$ cat src/hw/rtl/ste_pkg.sv
// Package for the speech turn endpoint detector.
// Holds item codes, event codes, register map, timing constants and the learned-gap helper.
// No dependencies.
package ste_pkg;

  localparam int unsigned FRAME_PERIOD      = 20;
  localparam int unsigned SHORT_SPEECH_SPAN = 600;
  localparam int unsigned LONG_TURN_SPAN    = 3000;
  localparam int unsigned GAP_LEARN_FLOOR   = 300;
  localparam int unsigned TURN_VOICED_FLOOR = 5;

  // voiced_count * FRAME_PERIOD < SHORT_SPEECH_SPAN  <=>  voiced_count < this
  localparam int unsigned SHORT_TURN_FRAMES =
    (SHORT_SPEECH_SPAN + FRAME_PERIOD - 1) / FRAME_PERIOD;

  localparam logic [14:0] IDLE_MIN     = 15'd5000;
  localparam logic [14:0] IDLE_MAX     = 15'd30000;
  localparam logic [17:0] GAP_MARGIN   = 18'd160;
  // floor(g / 3) = (g * DIV3_MUL) >> DIV3_SHIFT for any 16-bit g
  localparam logic [16:0] DIV3_MUL     = 17'd43691;
  localparam int unsigned DIV3_SHIFT   = 17;
  localparam logic [17:0] LEARNED_HUGE = 18'h3FFFF;

  localparam int unsigned IN_DATA_W  = 72;
  localparam int unsigned IN_USER_W  = 2;
  localparam int unsigned OUT_DATA_W = 8;
  localparam int unsigned APB_ADDR_W = 5;

  typedef enum logic [1:0] {
    FUNC_FRAME  = 2'd0,
    FUNC_LISTEN = 2'd1,
    FUNC_PRIME  = 2'd2
  } func_e;

  typedef enum logic [2:0] {
    EV_NONE     = 3'd0,
    EV_STARTED  = 3'd1,
    EV_IDLE     = 3'd2,
    EV_NOISE    = 3'd3,
    EV_ENDPOINT = 3'd4
  } event_e;

  typedef enum logic [2:0] {
    REG_IDLE_TIMEOUT  = 3'd0,
    REG_START_FRAMES  = 3'd1,
    REG_NORMAL_SIL    = 3'd2,
    REG_SHORT_SIL     = 3'd3,
    REG_LONG_SIL      = 3'd4,
    REG_SILENCE_CAP   = 3'd5,
    REG_MIN_RECORD    = 3'd6,
    REG_MAX_RECORD    = 3'd7
  } reg_e;

  typedef struct packed {
    logic [14:0] idle_timeout;
    logic [7:0]  start_frames;
    logic [15:0] normal_silence;
    logic [15:0] short_turn_silence;
    logic [15:0] long_turn_silence;
    logic [15:0] silence_cap;
    logic [15:0] min_record;
    logic [15:0] max_record;
  } cfg_t;

  // Learned silence from a gap: 0 below the learning floor, LEARNED_HUGE when the
  // gap is too large for any cap, else gap + gap/3 + margin.
  function automatic logic [17:0] learned_sil(input logic [31:0] gap);
    logic [32:0] prod;
    logic [15:0] third;
    logic [17:0] res;
    prod  = {17'd0, gap[15:0]} * {16'd0, DIV3_MUL};
    third = prod[DIV3_SHIFT +: 16];
    res   = {2'b00, gap[15:0]} + {2'b00, third} + GAP_MARGIN;
    if (gap < 32'(GAP_LEARN_FLOOR)) begin
      res = 18'd0;
    end else if (|gap[31:16]) begin
      res = LEARNED_HUGE;
    end
    return res;
  endfunction

endpackage

$ cat src/hw/rtl/speech_turn_endpoint_detector.sv
// Speech turn endpoint detector, top level.
// Input register, single-pass turn logic, result register; uses ste_cfg_regs.
// Depends on ste_pkg.

// Takes one request per clock while the output is not stalled and returns one
// event per request, through the input register and then the result register.
// The rate is one request per cycle unless stalled, set by the one-pass update; the
// input side keeps accepting while a result waits, and stalls only when both
// the input register and the result register are full. Request kind on tuser:
// 0 audio frame, 1 start listening, 2 prime speech, 3 ignored. Events: 0 none,
// 1 speech started, 2 idle timeout, 3 short noise, 4 endpoint. Times are ms,
// wrapping modulo 2^32. Write configuration only while no request is in flight.
module speech_turn_endpoint_detector (
  input  logic                              clk_i,
  input  logic                              rst_ni,
  // tdata: now_time[31:0], voiced[32], guard_time[48:33], prior_frames[64:49], zero pad
  input  logic                              s_axis_tvalid,
  output logic                              s_axis_tready,
  input  logic [ste_pkg::IN_DATA_W-1:0]     s_axis_tdata,
  // tuser: func[1:0]
  input  logic [ste_pkg::IN_USER_W-1:0]     s_axis_tuser,
  output logic                              m_axis_tvalid,
  input  logic                              m_axis_tready,
  // tdata: event_res[2:0], zero pad
  output logic [ste_pkg::OUT_DATA_W-1:0]    m_axis_tdata,
  input  logic                              psel,
  input  logic                              penable,
  input  logic                              pwrite,
  input  logic [ste_pkg::APB_ADDR_W-1:0]    paddr,
  input  logic [31:0]                       pwdata,
  output logic [31:0]                       prdata,
  output logic                              pready
);

  ste_pkg::cfg_t cfg;

  ste_cfg_regs u_cfg (
    .clk_i     (clk_i),
    .rst_ni    (rst_ni),
    .psel_i    (psel),
    .penable_i (penable),
    .pwrite_i  (pwrite),
    .paddr_i   (paddr),
    .pwdata_i  (pwdata),
    .prdata_o  (prdata),
    .cfg_o     (cfg)
  );

  assign pready = 1'b1;

  // input register
  logic            in_valid_q;
  ste_pkg::func_e  in_func_q;
  logic [31:0]     in_now_q;
  logic            in_voiced_q;
  logic [15:0]     in_guard_q;
  logic [15:0]     in_prior_q;

  // result register
  logic            out_valid_q;
  ste_pkg::event_e out_event_q, ev;

  logic out_adv, fire, in_take;
  assign out_adv       = !out_valid_q || m_axis_tready;
  assign fire          = in_valid_q && out_adv;
  assign s_axis_tready = !in_valid_q || out_adv;
  assign in_take       = s_axis_tvalid && s_axis_tready;

  // turn state
  logic [31:0] listen_start_q, listen_start_d;
  logic [31:0] guard_until_q,  guard_until_d;
  logic [31:0] speech_start_q, speech_start_d;
  logic [31:0] last_voice_q,   last_voice_d;
  logic [31:0] longest_gap_q,  longest_gap_d;
  logic [15:0] voiced_count_q, voiced_count_d;
  logic [15:0] run_count_q,    run_count_d;
  logic [31:0] run_start_q,    run_start_d;
  logic        speaking_q,     speaking_d;
  logic        gap_open_q,     gap_open_d;
  logic        skip_gap_q,     skip_gap_d;

  logic [31:0] guard_diff, idle_diff, gap, rec, prior_span;
  logic [15:0] run_inc, voiced_inc;
  logic [17:0] lrn_old, lrn_gap;

  assign guard_diff = in_now_q - guard_until_q;
  assign idle_diff  = in_now_q - listen_start_q;
  assign gap        = in_now_q - last_voice_q;
  assign rec        = in_now_q - speech_start_q;
  assign prior_span = {16'd0, in_prior_q} * 32'(ste_pkg::FRAME_PERIOD);
  assign run_inc    = (run_count_q == 16'hFFFF) ? run_count_q : run_count_q + 16'd1;
  assign voiced_inc = (voiced_count_q == 16'hFFFF) ? voiced_count_q : voiced_count_q + 16'd1;
  assign lrn_old    = ste_pkg::learned_sil(longest_gap_q);
  assign lrn_gap    = ste_pkg::learned_sil(gap);

  logic        gap_learned;
  logic [17:0] lrn, sil18;
  logic [15:0] base_sil, target;
  logic [31:0] elapsed, quiet;
  logic        by_silence, by_limit;

  always_comb begin
    listen_start_d = listen_start_q;
    guard_until_d  = guard_until_q;
    speech_start_d = speech_start_q;
    last_voice_d   = last_voice_q;
    longest_gap_d  = longest_gap_q;
    voiced_count_d = voiced_count_q;
    run_count_d    = run_count_q;
    run_start_d    = run_start_q;
    speaking_d     = speaking_q;
    gap_open_d     = gap_open_q;
    skip_gap_d     = skip_gap_q;
    ev             = ste_pkg::EV_NONE;
    gap_learned    = 1'b0;
    lrn            = lrn_old;
    base_sil       = cfg.normal_silence;
    sil18          = 18'd0;
    target         = 16'd0;
    elapsed        = 32'd0;
    quiet          = 32'd0;
    by_silence     = 1'b0;
    by_limit       = 1'b0;

    case (in_func_q)
      ste_pkg::FUNC_FRAME: begin
        if (!speaking_q) begin
          if (guard_diff[31]) begin
            run_start_d = 32'd0;
            run_count_d = 16'd0;
          end else begin
            if (in_voiced_q) begin
              if (run_count_q == 16'd0) begin
                run_start_d = in_now_q;
              end
              run_count_d = run_inc;
              if (run_inc >= {8'd0, cfg.start_frames}) begin
                speaking_d     = 1'b1;
                speech_start_d = run_start_d;
                last_voice_d   = in_now_q;
                voiced_count_d = run_inc;
                gap_open_d     = 1'b0;
                ev             = ste_pkg::EV_STARTED;
              end
            end else begin
              run_start_d = 32'd0;
              run_count_d = 16'd0;
            end
            if (ev == ste_pkg::EV_NONE && idle_diff >= {17'd0, cfg.idle_timeout}) begin
              ev = ste_pkg::EV_IDLE;
            end
          end
        end else begin
          if (in_voiced_q) begin
            if (skip_gap_q) begin
              skip_gap_d = 1'b0;
            end else if (gap_open_q) begin
              if (gap >= 32'(ste_pkg::GAP_LEARN_FLOOR) && gap > longest_gap_q) begin
                longest_gap_d = gap;
                gap_learned   = 1'b1;
              end
              gap_open_d = 1'b0;
            end
            last_voice_d   = in_now_q;
            voiced_count_d = voiced_inc;
            elapsed        = rec;
            quiet          = 32'd0;
          end else begin
            gap_open_d = 1'b1;
            elapsed    = last_voice_q - speech_start_q;
            quiet      = gap;
          end

          lrn = gap_learned ? lrn_gap : lrn_old;
          if (voiced_count_d < 16'(ste_pkg::SHORT_TURN_FRAMES)) begin
            base_sil = cfg.short_turn_silence;
          end else if (elapsed >= 32'(ste_pkg::LONG_TURN_SPAN)) begin
            base_sil = cfg.long_turn_silence;
          end
          sil18 = (lrn > {2'b00, base_sil}) ? lrn : {2'b00, base_sil};
          target = (sil18 > {2'b00, cfg.silence_cap}) ? cfg.silence_cap : sil18[15:0];

          by_silence = (rec >= {16'd0, cfg.min_record}) && (quiet >= {16'd0, target});
          by_limit   = rec >= {16'd0, cfg.max_record};

          if (by_silence || by_limit) begin
            if (voiced_count_d < 16'(ste_pkg::TURN_VOICED_FLOOR)) begin
              speech_start_d = 32'd0;
              last_voice_d   = listen_start_q;
              longest_gap_d  = 32'd0;
              voiced_count_d = 16'd0;
              speaking_d     = 1'b0;
              gap_open_d     = 1'b0;
              skip_gap_d     = 1'b0;
              run_start_d    = 32'd0;
              run_count_d    = 16'd0;
              ev             = ste_pkg::EV_NOISE;
            end else begin
              ev = ste_pkg::EV_ENDPOINT;
            end
          end
        end
      end
      ste_pkg::FUNC_LISTEN: begin
        listen_start_d = in_now_q;
        guard_until_d  = in_now_q + {16'd0, in_guard_q};
        speech_start_d = 32'd0;
        last_voice_d   = in_now_q;
        longest_gap_d  = 32'd0;
        voiced_count_d = 16'd0;
        speaking_d     = 1'b0;
        gap_open_d     = 1'b0;
        skip_gap_d     = 1'b0;
        run_start_d    = 32'd0;
        run_count_d    = 16'd0;
      end
      ste_pkg::FUNC_PRIME: begin
        speaking_d     = 1'b1;
        speech_start_d = in_now_q - prior_span;
        last_voice_d   = in_now_q;
        voiced_count_d = in_prior_q;
        run_count_d    = in_prior_q;
        longest_gap_d  = 32'd0;
        gap_open_d     = 1'b0;
        skip_gap_d     = 1'b1;
      end
      default: ;
    endcase
  end

  always_ff @(posedge clk_i or negedge rst_ni) begin
    if (!rst_ni) begin
      in_valid_q  <= 1'b0;
      out_valid_q <= 1'b0;
    end else begin
      if (in_take) begin
        in_valid_q <= 1'b1;
      end else if (fire) begin
        in_valid_q <= 1'b0;
      end
      if (fire) begin
        out_valid_q <= 1'b1;
      end else if (m_axis_tready) begin
        out_valid_q <= 1'b0;
      end
    end
  end

  always_ff @(posedge clk_i) begin
    if (in_take) begin
      in_func_q   <= ste_pkg::func_e'(s_axis_tuser[1:0]);
      in_now_q    <= s_axis_tdata[31:0];
      in_voiced_q <= s_axis_tdata[32];
      in_guard_q  <= s_axis_tdata[48:33];
      in_prior_q  <= s_axis_tdata[64:49];
    end
    if (fire) begin
      out_event_q <= ev;
    end
  end

  always_ff @(posedge clk_i or negedge rst_ni) begin
    if (!rst_ni) begin
      listen_start_q <= 32'd0;
      guard_until_q  <= 32'd0;
      speech_start_q <= 32'd0;
      last_voice_q   <= 32'd0;
      longest_gap_q  <= 32'd0;
      voiced_count_q <= 16'd0;
      run_count_q    <= 16'd0;
      run_start_q    <= 32'd0;
      speaking_q     <= 1'b0;
      gap_open_q     <= 1'b0;
      skip_gap_q     <= 1'b0;
    end else if (fire) begin
      listen_start_q <= listen_start_d;
      guard_until_q  <= guard_until_d;
      speech_start_q <= speech_start_d;
      last_voice_q   <= last_voice_d;
      longest_gap_q  <= longest_gap_d;
      voiced_count_q <= voiced_count_d;
      run_count_q    <= run_count_d;
      run_start_q    <= run_start_d;
      speaking_q     <= speaking_d;
      gap_open_q     <= gap_open_d;
      skip_gap_q     <= skip_gap_d;
    end
  end

  assign m_axis_tvalid = out_valid_q;
  assign m_axis_tdata  = {5'd0, out_event_q};

endmodule

$ cat src/hw/rtl/ste_cfg_regs.sv
// Configuration register file for the speech turn endpoint detector.
// APB-style write/read port; idle timeout is clamped on write.
// Depends on ste_pkg.
module ste_cfg_regs (
  input  logic                             clk_i,
  input  logic                             rst_ni,
  input  logic                             psel_i,
  input  logic                             penable_i,
  input  logic                             pwrite_i,
  input  logic [ste_pkg::APB_ADDR_W-1:0]   paddr_i,
  input  logic [31:0]                      pwdata_i,
  output logic [31:0]                      prdata_o,
  output ste_pkg::cfg_t                    cfg_o
);

  ste_pkg::cfg_t cfg_q, cfg_d;
  ste_pkg::reg_e idx;
  logic          wr_en;
  logic [14:0]   idle_clamped;

  assign idx   = ste_pkg::reg_e'(paddr_i[4:2]);
  assign wr_en = psel_i & penable_i & pwrite_i;

  always_comb begin
    idle_clamped = pwdata_i[14:0];
    if (idle_clamped < ste_pkg::IDLE_MIN) begin
      idle_clamped = ste_pkg::IDLE_MIN;
    end else if (idle_clamped > ste_pkg::IDLE_MAX) begin
      idle_clamped = ste_pkg::IDLE_MAX;
    end
  end

  always_comb begin
    cfg_d = cfg_q;
    if (wr_en) begin
      case (idx)
        ste_pkg::REG_IDLE_TIMEOUT: cfg_d.idle_timeout       = idle_clamped;
        ste_pkg::REG_START_FRAMES: cfg_d.start_frames       = pwdata_i[7:0];
        ste_pkg::REG_NORMAL_SIL:   cfg_d.normal_silence     = pwdata_i[15:0];
        ste_pkg::REG_SHORT_SIL:    cfg_d.short_turn_silence = pwdata_i[15:0];
        ste_pkg::REG_LONG_SIL:     cfg_d.long_turn_silence  = pwdata_i[15:0];
        ste_pkg::REG_SILENCE_CAP:  cfg_d.silence_cap        = pwdata_i[15:0];
        ste_pkg::REG_MIN_RECORD:   cfg_d.min_record         = pwdata_i[15:0];
        ste_pkg::REG_MAX_RECORD:   cfg_d.max_record         = pwdata_i[15:0];
        default: ;
      endcase
    end
  end

  always_comb begin
    case (idx)
      ste_pkg::REG_IDLE_TIMEOUT: prdata_o = {17'd0, cfg_q.idle_timeout};
      ste_pkg::REG_START_FRAMES: prdata_o = {24'd0, cfg_q.start_frames};
      ste_pkg::REG_NORMAL_SIL:   prdata_o = {16'd0, cfg_q.normal_silence};
      ste_pkg::REG_SHORT_SIL:    prdata_o = {16'd0, cfg_q.short_turn_silence};
      ste_pkg::REG_LONG_SIL:     prdata_o = {16'd0, cfg_q.long_turn_silence};
      ste_pkg::REG_SILENCE_CAP:  prdata_o = {16'd0, cfg_q.silence_cap};
      ste_pkg::REG_MIN_RECORD:   prdata_o = {16'd0, cfg_q.min_record};
      ste_pkg::REG_MAX_RECORD:   prdata_o = {16'd0, cfg_q.max_record};
      default:                   prdata_o = 32'd0;
    endcase
  end

  always_ff @(posedge clk_i or negedge rst_ni) begin
    if (!rst_ni) begin
      cfg_q.idle_timeout       <= 15'd8000;
      cfg_q.start_frames       <= 8'd3;
      cfg_q.normal_silence     <= 16'd700;
      cfg_q.short_turn_silence <= 16'd1200;
      cfg_q.long_turn_silence  <= 16'd500;
      cfg_q.silence_cap        <= 16'd2000;
      cfg_q.min_record         <= 16'd300;
      cfg_q.max_record         <= 16'd15000;
    end else begin
      cfg_q <= cfg_d;
    end
  end

  assign cfg_o = cfg_q;

endmodule
$ cat config.mk
export PLATFORM = sky130hd
export DESIGN_NAME = speech_turn_endpoint_detector
export DESIGN_NICKNAME = d
export VERILOG_FILES = /design/src/hw/rtl/ste_pkg.sv /design/src/hw/rtl/speech_turn_endpoint_detector.sv /design/src/hw/rtl/ste_cfg_regs.sv
export SDC_FILE = /design/constraint.sdc
export NUM_CORES = 2
export LEC_CHECK = 0
export ABC_AREA = 1
export BUFFER_PORTS_ARGS = -buffer_cell sky130_fd_sc_hd__buf_2
export CORE_ASPECT_RATIO = 1.75
export CORE_MARGIN = 2
export CORE_UTILIZATION = 35
export DETAILED_ROUTE_END_ITERATION = 12
export PLACE_DENSITY = 0.55
export SYNTH_ARGS = -nofsm -noshare
export SYNTH_HDL_FRONTEND = slang
export SYNTH_SLANG_ARGS = --single-unit
$ cat constraint.sdc
create_clock -name clk_i -period 18.6 [get_ports clk_i]
set_input_delay 0.93 -clock clk_i [delete_from_list [all_inputs] [get_ports clk_i]]
set_output_delay 0.93 -clock clk_i [all_outputs]
set_load 0.01 [all_outputs]
==> results.md <==
* Post-Syn Area at 50200 sq um
* Worst Setup SP: in_now_q[0]
* Initial Utilization at 0.353
* Hold WC Path Type: in -> async
* DRT iter0 DRCs at 3387
* GRT Overall Usage at 0.277
* H-tree Lvls at 2
* TritonCTS buffer count at 48
* Reg2reg setup slack at 1.76 ns
* # DRC at 0
* FF+latch count, synth at 418
* Post-route setup TNS at 0 ns
* Postcts setup bufs at 0
* Asr flop ratio synth at 0.833
* Antenna viol nets, final at 0
* # port buffers at 113
* GRT overflow at 0
* Slew Limit Fails at 0
* Register area at 10900 sq um
* Most frequent CP cell: nand2_1
* Critical path's top delay family: adder cells
* Cell Rows at 183
* Crit path kind: reg -> reg
* Largest net degree at the start of global routing at 96
* WP data required at 19.15 ns
* Root buf cell: clkbuf_16
* Status: complete, no violations
* Worst slew margin at 0.188
* Final setup viols at 0
* I/O pin count at 161
* Final core utilization at 0.385
* Crit Path Max Fanout at 41
* Synth warnings at 0
* CTS max path bufs at 3
* First-pass GRT wire length at 304 mm
* Total number of vias at 49000
* Crit start category: flip-flop
* Die Span Y at 505 microns
* Layout area overhead at 8.94%
* Num Clock Sinks at 418
* Final worst-path cycle share at 0.905
* Worst clock skew at 0.0750 ns
* Levels on crit path at 81
* CTS clock-pin slew for the worst setup and hold paths at 0.06 ns
* Routed wire per std cell at 22.0 microns
* Final GP Congestion at 1.01
* Total of max-cap violations at 0
* Slowest cell delay on critical path at 0.56 ns
* Core Footprint at 142000 sq um
* Die Area at 147000 sq um
* Worst Setup End Kind: flip-flop
* Vias per std cell at 5.25
* Final min period at 16.84 ns
* Layout Nets at 8402
* Yosys cell types at 65
* Post-synthesis sequential area ratio at 0.216
* R2r endpoint: run_start_q[18]
* Routed wire length at 205 mm
* Post-DP HPWL at 169 mm
* Worst-Skew Late Latency at 0.67 ns
* Arrival time of the worst setup path at 17.39 ns
* Share of post-route cells with drive strength above 1 at 0.0547
* DR pass1 iterations at 6
* Top_reg_cell synth: dfrtp_1
* Unrepaired setup endpoints after global routing: no
* Worst Tran Pin Value at 1.22 ns
* Filler cells at 15300
* Chip Width at 290 microns
* Post-CTS sizing at 0
* Syn_area_per_cell at 6.81 sq um
* Number of synthesized flops with an enable pin at 70
* Worst path bufs/invs at 17
* Multi-input logic area at 33300 sq um
* Crit-path slowest cell: fa_1
* Termination of the worst setup path: run_start_q[18]
* Post-synthesis cell count at 7368
* Vias in the first global route at 49300
* Worst r2r src: in_now_q[0]
* Initial antenna violation count at 7
* Fmax at 59.4 MHz
* Hold_buf cts at 0
* Clock tree from TritonCTS: done
* R2R depth at 81
* Final hold violations at 0
cells in the final DEF (no fill, tap or decap), types with 19 or more instances in the layout:
master / instances
clkbuf_16: 48
nand2_1: 1958
edfxtp_1: 70
o221ai_1: 26
a31oi_1: 20
dfrtp_1: 306
o21bai_1: 24
buf_4: 95
o211ai_1: 37
dfstp_2: 41
a221oi_1: 26
nand3_1: 506
xnor2_1: 42
nor4_1: 27
a21oi_1: 428
o21ai_0: 394
ha_1: 673
o22ai_1: 62
fa_1: 167
nand4_1: 114
buf_2: 112
inv_1: 1369
nand3b_1: 19
xor2_1: 110
nor2_1: 451
nor3_1: 75
conb_1: 22
how the worst min path moves through the flow:
stage	start	endpoint	slack, ns	cells past startpoint
3_3_place_gp	run_start_q[22]	run_start_q[22]	0.45	2
4_1_cts	rst_ni	guard_until_q[3]	0.34	1
6_report	rst_ni	guard_until_q[3]	0.31	1
5_1_grt	rst_ni	guard_until_q[3]	0.36	1
2_1_floorplan	run_start_q[20]	run_start_q[20]	0.44	2
3_5_place_dp	run_start_q[3]	run_start_q[3]	0.46	2
cell families after synthesis:
| family | count (synthesis) | share of synthesized area |
|---|---|---|
| adders and majority gates | 841 | 0.235 |
| other | 2 | 0.000150 |
| AOI/OAI and AO/OA | 1119 | 0.126 |
| DFF | 418 | 0.216 |
| muxes | 12 | 0.00239 |
| buffers and inverters | 1591 | 0.123 |
| and+or+nand+nor | 3229 | 0.270 |
| xor gates and xnor gates | 156 | 0.0278 |
area by class of cell:
type                       instances  area share
tap                             1850      0.0423
clock buffer                      60      0.0239
antenna                            2   0.0000915
inverter                        1384      0.0951
clock inverter                    29     0.00597
multi-input combinational       5379       0.609
timing repair buffer             212      0.0250
sequential                       418       0.199
metal layers:
| metal | global-route usage | up-vias | wire (microns) |
|---|---|---|---|
| li1 | - | 24000 | - |
| met1 | 0.265 | 22900 | 68400 |
| met2 | 0.507 | 1511 | 104000 |
| met3 | 0.0321 | 625 | 9010 |
| met4 | 0.270 | 6 | 24000 |
| met5 | 0 | - | 44 |
flip-flops by register name (all words and copies together) (netlist names):
name	flops
m_axis_tvalid	1
listen_start_q	32
in_voiced_q	1
voiced_count_q	16
gap_open_q	1
last_voice_q	32
guard_until_q	32
out_event_q	3
in_func_q	2
run_count_q	16
longest_gap_q	32
speaking_q	1
in_now_q	32
in_prior_q	16
speech_start_q	32
run_start_q	32
in_valid_q	1
in_guard_q	16
skip_gap_q	1
u_cfg.cfg_o	119
metrics by stage:
stage | area (sq um) | setup slack [ns] | cells | hold WS, ns
after global placement | 53100 | 1.96 | 9243 | 0.453
after CTS | 54700 | 1.83 | 9332 | 0.342
after floorplan | 50300 | 5.95 | 7388 | 0.442
after detailed placement | 53100 | 1.97 | 9243 | 0.458
after global routing | 54700 | 0.652 | 9333 | 0.362
final | 54700 | 1.76 | 9334 | 0.311
cell usage after synthesis (all sizes together) (15+ instances only):
cell type,n,area (sq um)
nand2,1971,7460
inv,1380,5180
ha,674,8430
nand3,512,2590
nor2,465,1800
a21oi,430,2160
o21ai,398,2000
dfrtp,307,7680
fa,167,3340
clkbuf,134,503
nand4,115,734
xor2,114,1030
nor3,78,395
buf,73,460
edfxtp,70,2100
o22ai,62,388
xnor2,42,368
dfstp,41,1080
o211ai,37,278
nor4,28,175
a221oi,26,228
o221ai,26,228
o21bai,24,180
a31oi,20,125
nand3b,19,143
a21o,16,120
or2,16,100
a211oi,15,113
a21boi,15,113
o21a,15,113
Power is left out: the tool's default activity adds up to more than one toggle a clock period on the data nets, which glitch-free logic cannot reach.
